File: src/sv/ite_mul.sv
// Bit-serial multiplier: unsigned 36-bit multiplicand times 32-bit multiplier, one bit a cycle.
module ite_mul (
  input  logic        clk,
  input  logic        rst_n,
  input  logic        start,
  input  logic [35:0] a_in,
  input  logic [31:0] b_in,
  output logic        done,
  output logic [67:0] prod
);
  logic [67:0] acc_r;
  logic [35:0] a_r;
  logic [31:0] b_r;
  logic [5:0]  n_r;
  logic        busy_r, done_r;

  assign done = done_r;
  assign prod = acc_r;

  always_ff @(posedge clk) begin
    if (!rst_n) begin
      busy_r <= 1'b0;
      done_r <= 1'b0;
    end else begin
      done_r <= 1'b0;
      if (start) begin
        a_r    <= a_in;
        b_r    <= b_in;
        acc_r  <= '0;
        n_r    <= '0;
        busy_r <= 1'b1;
      end else if (busy_r) begin
        // shift-add from the top bit of the multiplier
        acc_r <= {acc_r[66:0], 1'b0} + (b_r[31] ? {32'd0, a_r} : 68'd0);
        b_r   <= {b_r[30:0], 1'b0};
        n_r   <= n_r + 6'd1;
        if (n_r == 6'd31) begin
          busy_r <= 1'b0;
          done_r <= 1'b1;
        end
      end
    end
  end

  a_mul_len: assert property (@(posedge clk) disable iff (!rst_n)
    busy_r |-> n_r < 6'd32) else $error("multiplier overrun");
  a_mul_done: assert property (@(posedge clk) disable iff (!rst_n)
    done_r |-> !busy_r) else $error("multiplier done while busy");
  a_mul_start: assert property (@(posedge clk) disable iff (!rst_n)
    start |=> busy_r) else $error("multiplier did not start");

endmodule

File: config.mk
export PLATFORM = sky130hd
export DESIGN_NAME = ite_mul
export DESIGN_NICKNAME = d
export VERILOG_FILES = /design/src/sv/ite_mul.sv
export SDC_FILE = /design/constraint.sdc
export NUM_CORES = 1
export LEC_CHECK = 0
export BUFFER_PORTS_ARGS = -buffer_cell sky130_fd_sc_hd__clkbuf_2
export CORE_UTILIZATION = 50
export CTS_CLUSTER_DIAMETER = 60
export DETAILED_ROUTE_END_ITERATION = 6
export PLACE_DENSITY = 0.74
export SLEW_MARGIN = 15
export SYNTH_ARGS = -nofsm -noshare
export SYNTH_HDL_FRONTEND = slang
export SYNTH_SLANG_ARGS = --single-unit
export TNS_END_PERCENT = 1
File: constraint.sdc
create_clock -name clk -period 4.2 [get_ports clk]
set_input_delay 0.84 -clock clk [delete_from_list [all_inputs] [get_ports clk]]
set_output_delay 0.84 -clock clk [all_outputs]
set_load 0.01 [all_outputs]
Word level (Yosys, flattened, before mapping) --
Cells that the tools add are included. W data, S select, Z words.
Cells by class: $add $sub $neg 2, bitwise logic cells 2, equal/unequal tests 1, muxes and demuxes 9, reduce and logical (&&, ||, !) cells 4
Operators by type and width (number):
- $add A68 B36 Y68 | 1
- $mux W68 | 1
- $mux W32 | 2
- $mux W36 | 1
- $add A6 B1 Y6 const B | 1
- $eq A6 B5 Y1 const B | 1
- $mux W6 | 1
- $mux W1 | 4
- $reduce_and A2 Y1 | 2
- $reduce_or A3 Y1 | 1
- $not A1 Y1 | 2
- $reduce_bool A2 Y1 | 1
Word-level totals: output and inout port bits 69, register bits after elaboration 144, input bits 71, word-level logic and storage cells 24

Longest topological paths before layout --
Gate-level depths: netlist of run 1.
word-level depth 4, depth in mapped cells 13, gate-level depth less buffers 12

Least setup slack after synthesis of run 1 --
Ideal clock, no wire load.
path type input -> register, start point input start, end point register b_r[0] (enable), stages on the path 2, library setup time 0.474 ns, buffers on the path 1, setup slack 0.122 ns, data required time 3.726 ns, arrival time 3.604 ns, cell sequence buf_1 -> o21a_1
On the way: cells in the longest elaborated chain, start to end 2
RTL lines:
- start, declared | line 5 | input logic start,
- $reduce_bool A2 Y1 (no source line)
- $reduce_and A2 Y1 (no source line)
- end signal, assigned | line 28 | b_r <= b_in;
- end signal, assigned | line 35 | b_r <= {b_r[30:0], 1'b0};
- end, declared | line 13 | logic [31:0] b_r;
Every way passes these cells. A chain may end at the register's enable or synchronous reset.

Worst setup path in the final report of run 1 --
start point register b_r[31], end point register acc_r[60], in the netlist prod[60], data pin
On the way: cells in the longest elaborated chain, start to end 3
RTL lines:
- $mux W36 | line 34 | acc_r <= {acc_r[66:0], 1'b0} + (b_r[31] ? {32'd0, a_r} : 68'd0);
- $add A68 B36 Y68 | line 34
- $mux W68 | line 32 | end else if (busy_r) begin
- end signal, assigned | line 34
- end, declared | line 11 | logic [67:0] acc_r;
Every way passes these cells. The select of a mux whose other input is x is not followed.

==> impl_metrics.py, run 1 <==
metrics = {
    "cts": {
        "numCtsBuffers": 17,
        "clock-root-buffer": "clkbuf_16",
        "postCtsHoldBufs": 0,
        "cts_tree": "yes",
        "clk_path_buf_depth": 2,
        "tritoncts_num_sinks": 144,
        "cts_max_level": 4,
        "insertion_delay_ns": 0.42,
        "path_clk_slew_ns": 0.06,
    },
    "yosys": {
        "synth_top_family_by_area": "simple AND/OR/NAND/NOR gates",
        "synth_xor_area_share_pct": 2.79,
        "synth_area_per_cell_sq_um": 11.4,
        "synth_edf_count": 142,
        "synth-seq-cells": 144,
        "syn-instance-count": 718,
        "synthTopCellsByArea": "edfxtp_1 52%, ha_1 5.5%, mux2_2 4.7%",
        "syn_nets": 826,
        "synth_largest_area_cell": "edfxtp_1",
        "seq_area_frac_synth_pct": 52.7,
        "ys.flop_type": "edfxtp_1",
        "synth_top_area_share_pct": 52.2,
        "synth_compound_area_share_pct": 13.4,
        "synth_fa_ha_area_share_pct": 5.76,
        "syn_area_sq_um": 8160,
        "ys_types": 64,
        "synth-simple-area-share_pct": 16.4,
        "synth_warnings": 0,
        "synthArstFlopShare_pct": 0,
        "synth.area.mux_share_pct": 6.35,
    },
    "sta": {
        "fin_tns_setup_ns": 0,
        "fin_skew_ns": 0.0110,
        "max_freq_mhz": 255,
        "drv_slew": 0,
        "worst_slack_ns": 0.285,
        "hold_viol": 0,
        "timing.final.crit_share_pct": 93.2,
        "setup_viol_count_final": 0,
        "rsz0062_at_grt": "false",
        "slew_headroom_pct": 35.9,
        "period_minus_slack_ns": 3.91,
        "hold_ws_ns": 0.472,
        "tightest_slew_ns": 0.961,
    },
    "placement": {
        "dp_cells": 1057,
        "numPortBuffers": 139,
        "place_hpwl_um": 11700,
        "dpl_cell_area_sq_um": 9080,
        "post-place-ws_ns": 0.301,
        "place.gp.congestion": 0.841,
    },
    "grt": {
        "grt_max_degree": 73,
        "overflow": 0,
        "antenna_found_initial": 2,
        "grt_pass1_vias": 5643,
        "grt.total_usage_pct": 21.2,
        "grt_first_pass_wirelength_um": 27400,
    },
    "routing": {
        "ant_nets": 0,
        "dr.pass1.iters": 4,
        "totalWireLength_um": 17100,
        "drt_iter0_drc": 353,
        "avgViaCountPerCell": 5.41,
        "drcViolationCount": 0,
        "wl_per_cell_um": 15.7,
        "via_count": 5899,
    },
    "worst_setup_path": {
        "critical_path.max_stage_delay_ns": 0.58,
        "worstRegToRegCells": 11,
        "path_cells": "buf_4, and2_1, ha_1, and4_1, nand4_1, or3_4, a21bo_4, a2111oi_4, o2111ai_4, a21oi_1, mux2_1",
        "cp.arrival_ns": 4.08,
        "crit_path_end_kind": "flop",
        "startpoint_type": "flop",
        "required_ns": 4.37,
        "cp_slowest_cell": "a2111oi_4",
        "path_class": "flop to flop",
        "cp_max_fo": 10,
    },
    "min_path": {
        "hold_path_depth": 2,
        "hold_class": "flop to flop",
    },
    "final_layout": {
        "final_cell_mix": "142 x edfxtp_1, 138 x clkbuf_2, 70 x nor2_1",
        "finish.instance_area_sq_um": 9670,
        "final_common_cell": "edfxtp_1",
        "utilization_pct": 60.8,
        "drive_gt1_share_pct": 27.7,
        "num_antenna_cells": 0,
        "stdcell_count": 1091,
        "num-nets-final": 970,
        "syn_to_final_growth_pct": 18.4,
    },
    "floorplanning": {
        "io_pins": 140,
        "die_w_um": 130,
        "die_area_sq_um": 16800,
        "die_h_um": 130,
        "start_util_pct": 51.4,
        "core_sq_um": 15900,
        "rows": 46,
    },
    "power_and_ir_drop": {
        "p_total_mw": 3.86,
        "ir_drop_mv": 0.294,
        "powerDensity_nw_per_um2": 400,
        "p_leak_nw": 3.80,
    },
    "outcome": {
        "outcome": "finished, final reports clean",
    },
    "run": {
        "drv_cap": 0,
    },
}
==> repair_timing <==
action	in CTS	in global routing
endpoints found under the setup margin	0	1
resized for setup	0	0
buffers inserted	0	2
==> logic make-up after synthesis <==
kind of cell / Yosys count
DFF: 144
adders and majority gates: 37
buffers and inverters: 47
and+or+nand+nor: 253
muxes: 46
xor gates and xnor gates: 26
AOI/OAI and AO/OA: 165
==> where the power goes <==
| group | leakage [nW] | internal [mW] | total [mW] | switching (mW) |
|---|---|---|---|---|
| registers | 1.38 | 1.71 | 1.77 | 0.0594 |
| logic | 2.15 | 0.277 | 0.644 | 0.368 |
| clock network | 0.266 | 0.782 | 1.45 | 0.666 |
==> routing by layer <==
metal	GRT usage [%]	share of wire, %	up-vias
li1	-	-	2970
met1	28.5	47	2772
met2	33.2	46	143
met3	6.81	5.8	12
met4	5.88	0.74	2
met5	0	0.076	-
==> state kept, by name, summed over array words and instances, names as in the netlist <==
name,flops
a_r,36
busy_r,1
b_r,32
prod,68
n_r,6
done,1
==> final cells by class <==
cell class	count	area, sq um
clock buffer	17	425
clock inverter	15	141
fill	1368	6220
inverter	23	86.3
multi-input combinational	527	3650
sequential	144	4300
tap	216	270
timing repair buffer	149	786
==> cell usage after synthesis, drive strengths merged (9+ instances only) <==
library cell,count
a21oi,58
and2,38
ha,36
nor2,70
or3,19
edfxtp,142
clkbuf,16
xnor2,17
nand2,34
inv,23
o21ai,38
nor2b,10
nand4,14
nor3,17
xor2,9
a21o,22
mux2,46
nand3,19
==> path summary, 6_finish.rpt <==
kind | start | endpoint | slack (ns)
max | b_r[31] | prod[60] | 0.29
min | busy_r | done | 0.47
max reg2reg | b_r[31] | prod[60] | 0.29
min reg2reg | busy_r | done | 0.47
==> critical path: cells and delay by family (launching register included) <==
kind	cells	cell delay (ns)
multiplexers	1	0.33
buffers and inverters	1	0.20
flip-flops	1	0.47
adder cells (fa/ha/maj)	1	0.40
AO/OA/AOI/OAI	4	1.35
AND/OR/NAND/NOR	4	0.90
Power figures use the tool's default switching activity.
==> inputs of run 2 (changes only) <==
--- a/config.mk
+++ b/config.mk
@@ -9,7 +9,9 @@
 export CORE_UTILIZATION = 50
 export CTS_CLUSTER_DIAMETER = 60
 export DETAILED_ROUTE_END_ITERATION = 6
+export GPL_ROUTABILITY_DRIVEN = 0
 export PLACE_DENSITY = 0.74
+export SETUP_SLACK_MARGIN = 0.4
 export SLEW_MARGIN = 15
 export SYNTH_ARGS = -nofsm -noshare
 export SYNTH_HDL_FRONTEND = slang
==> run 2 against run 1 <==
Compared with the run above: maximum frequency up 2.5%; first-iteration DRC count up 33%; clock skew up 0.0017 ns; sequential power about the same; utilization up 0.99 points; flip-flop and latch count unchanged; critical path type unchanged.
==> impl_metrics.py, run 2 (same netlist as run 1, synthesis figures left out) <==
metrics = {
    "power_and_ir_drop": {
        "ir_drop_mv": 0.341,
        "p_clk_share_pct": 39.3,
        "p_leak_nw": 3.87,
        "power_frac_seq_pct": 44.3,
        "powerDensity_nw_per_um2": 407,
        "p_total_mw": 4.00,
        "swShare_pct": 27.4,
        "pwr-share-comb_pct": 16.4,
        "switchingPower_mw": 1.10,
        "p_int_mw": 2.90,
    },
    "floorplanning": {
        "io_pins": 140,
        "die_area_sq_um": 16800,
        "core_sq_um": 15900,
        "start_util_pct": 51.4,
        "rows": 46,
        "die_h_um": 130,
        "die_w_um": 130,
    },
    "worst_setup_path": {
        "path_class": "flop to flop",
        "crit_path_end_kind": "flop",
        "rrSetupSlack_ns": 0.38,
        "cp_num_buf_inv": 2,
        "critical_path.max_stage_delay_ns": 0.46,
        "worstSetupStartpoint": "b_r[31]",
        "crit_top_cell": "buf_4",
        "required_ns": 4.36,
        "cp-endpoint": "prod[60]",
        "startpoint_type": "flop",
        "rr_endpoint": "prod[60]",
        "cp_slowest_cell": "edfxtp_1",
        "cp.arrival_ns": 3.98,
        "critPathTopFamily": "compound AO/OA/AOI/OAI gates",
        "path_cells": "buf_4, and2_1, ha_2, and4_1, nand4_1, or3_4, a21bo_4, a2111oi_4, buf_4, o2111ai_4, a21oi_1, mux2_1",
        "cp_max_fo": 10,
        "cp.depth": 12,
        "reg2reg_from": "b_r[31]",
        "worstRegToRegCells": 12,
    },
    "cts": {
        "insertion_delay_ns": 0.43,
        "tritoncts_num_sinks": 144,
        "clock-root-buffer": "clkbuf_16",
        "cts_tree": "yes",
        "clk_path_buf_depth": 2,
        "cts_max_level": 4,
        "path_clk_slew_ns": 0.06,
        "numCtsBuffers": 17,
        "postCtsHoldBufs": 0,
    },
    "sta": {
        "setup_viol_count_final": 0,
        "period_minus_slack_ns": 3.82,
        "rsz0062_at_grt": "true",
        "max_freq_mhz": 262,
        "fin_tns_setup_ns": 0,
        "tightest_slew_ns": 0.954,
        "fin_skew_ns": 0.0127,
        "worst_slack_ns": 0.382,
        "timing.final.crit_share_pct": 90.9,
        "hold_viol": 0,
        "drv_slew": 0,
        "slew_headroom_pct": 36.4,
    },
    "grt": {
        "antenna_found_initial": 3,
        "grt_max_degree": 74,
        "grt.total_usage_pct": 21.3,
        "use_met2_pct": 33.3,
        "grtUsageMet3_pct": 6.44,
        "grt_pass1_vias": 5686,
        "use_met1_pct": 28.3,
        "overflow": 0,
        "busiest_layer": "met2",
        "grt_first_pass_wirelength_um": 27600,
    },
    "placement": {
        "place_hpwl_um": 11600,
        "numPortBuffers": 139,
        "post-place-ws_ns": 0.363,
        "dpl_cell_area_sq_um": 9090,
    },
    "final_layout": {
        "final_cell_mix": "142 x edfxtp_1, 138 x clkbuf_2, 70 x nor2_1",
        "final_common_cell": "edfxtp_1",
        "finish.instance_area_sq_um": 9820,
        "syn_to_final_growth_pct": 20.4,
        "drive_gt1_share_pct": 29.8,
        "num-nets-final": 979,
        "largest_reg_flops": 68,
        "utilization_pct": 61.8,
    },
    "run": {
        "drv_cap": 0,
    },
    "outcome": {
        "outcome": "finished, final reports clean",
    },
    "min_path": {
        "hold_class": "flop to flop",
    },
    "routing": {
        "drcViolationCount": 0,
        "totalWireLength_um": 17500,
        "ant_nets": 0,
        "via_count": 6007,
        "avgViaCountPerCell": 5.46,
        "wl_per_cell_um": 15.9,
        "drt_iter0_drc": 470,
        "dr.pass1.iters": 4,
    },
}
## run 2: stage by stage
| stage | std cells | hold slack, ns |
|---|---|---|
| finish | 1101 | 0.469 |
| floorplan | 718 | 0.422 |
| detailed placement | 1058 | 0.455 |
| global placement | 1058 | 0.457 |
| global route | 1100 | 0.499 |
| CTS | 1091 | 0.472 |
## run 2: worst min path at each step
| stage | start | end | slack, ns | cells after the start |
|---|---|---|---|---|
| after global placement | busy_r | done | 0.46 | 2 |
| final | busy_r | done | 0.47 | 2 |
| after floorplan | busy_r | done | 0.42 | 2 |
| after CTS | busy_r | done | 0.47 | 2 |
| after global routing | busy_r | done | 0.50 | 2 |
| after detailed placement | busy_r | done | 0.45 | 2 |
## run 2: layer usage
metal / vias to the layer above / share of wire, %
met5: - / 0.057
met4: 2 / 1.2
met3: 19 / 6.2
met2: 151 / 46
met1: 2838 / 46
li1: 2997 / -
## run 2: power by group through the flow
stage          logic (mW)  registers, mW  clock network [mW]
2_1_floorplan       0.438           1.81                   0
3_3_place_gp        0.629           1.80                   0
3_5_place_dp        0.638           1.80                   0
4_1_cts             0.645           1.77                1.60
5_1_grt             0.731           1.78                1.65
6_report            0.656           1.77                1.57
## run 2: layout make-up
class / instances / area, sq um
tap: 216 / 270
sequential: 144 / 4300
timing repair buffer: 158 / 851
fill: 1370 / 6060
multi-input combinational: 527 / 3700
clock inverter: 15 / 188
antenna: 1 / 2.50
clock buffer: 17 / 425
inverter: 23 / 86.3
## run 2: what timing repair did
item / CTS / global route
resized for setup: 0 / 14
setup endpoints to repair: 14 / 30
pin swaps: 1 / 7
setup buffers: 1 / 8
gates cloned: 0 / 1
## run 2: tightest hold or removal path, delay by kind of cell (launching register included)
kind,cells,cell delay [ns]
flip-flops,1,0.32
AND/OR/NAND/NOR,2,0.11
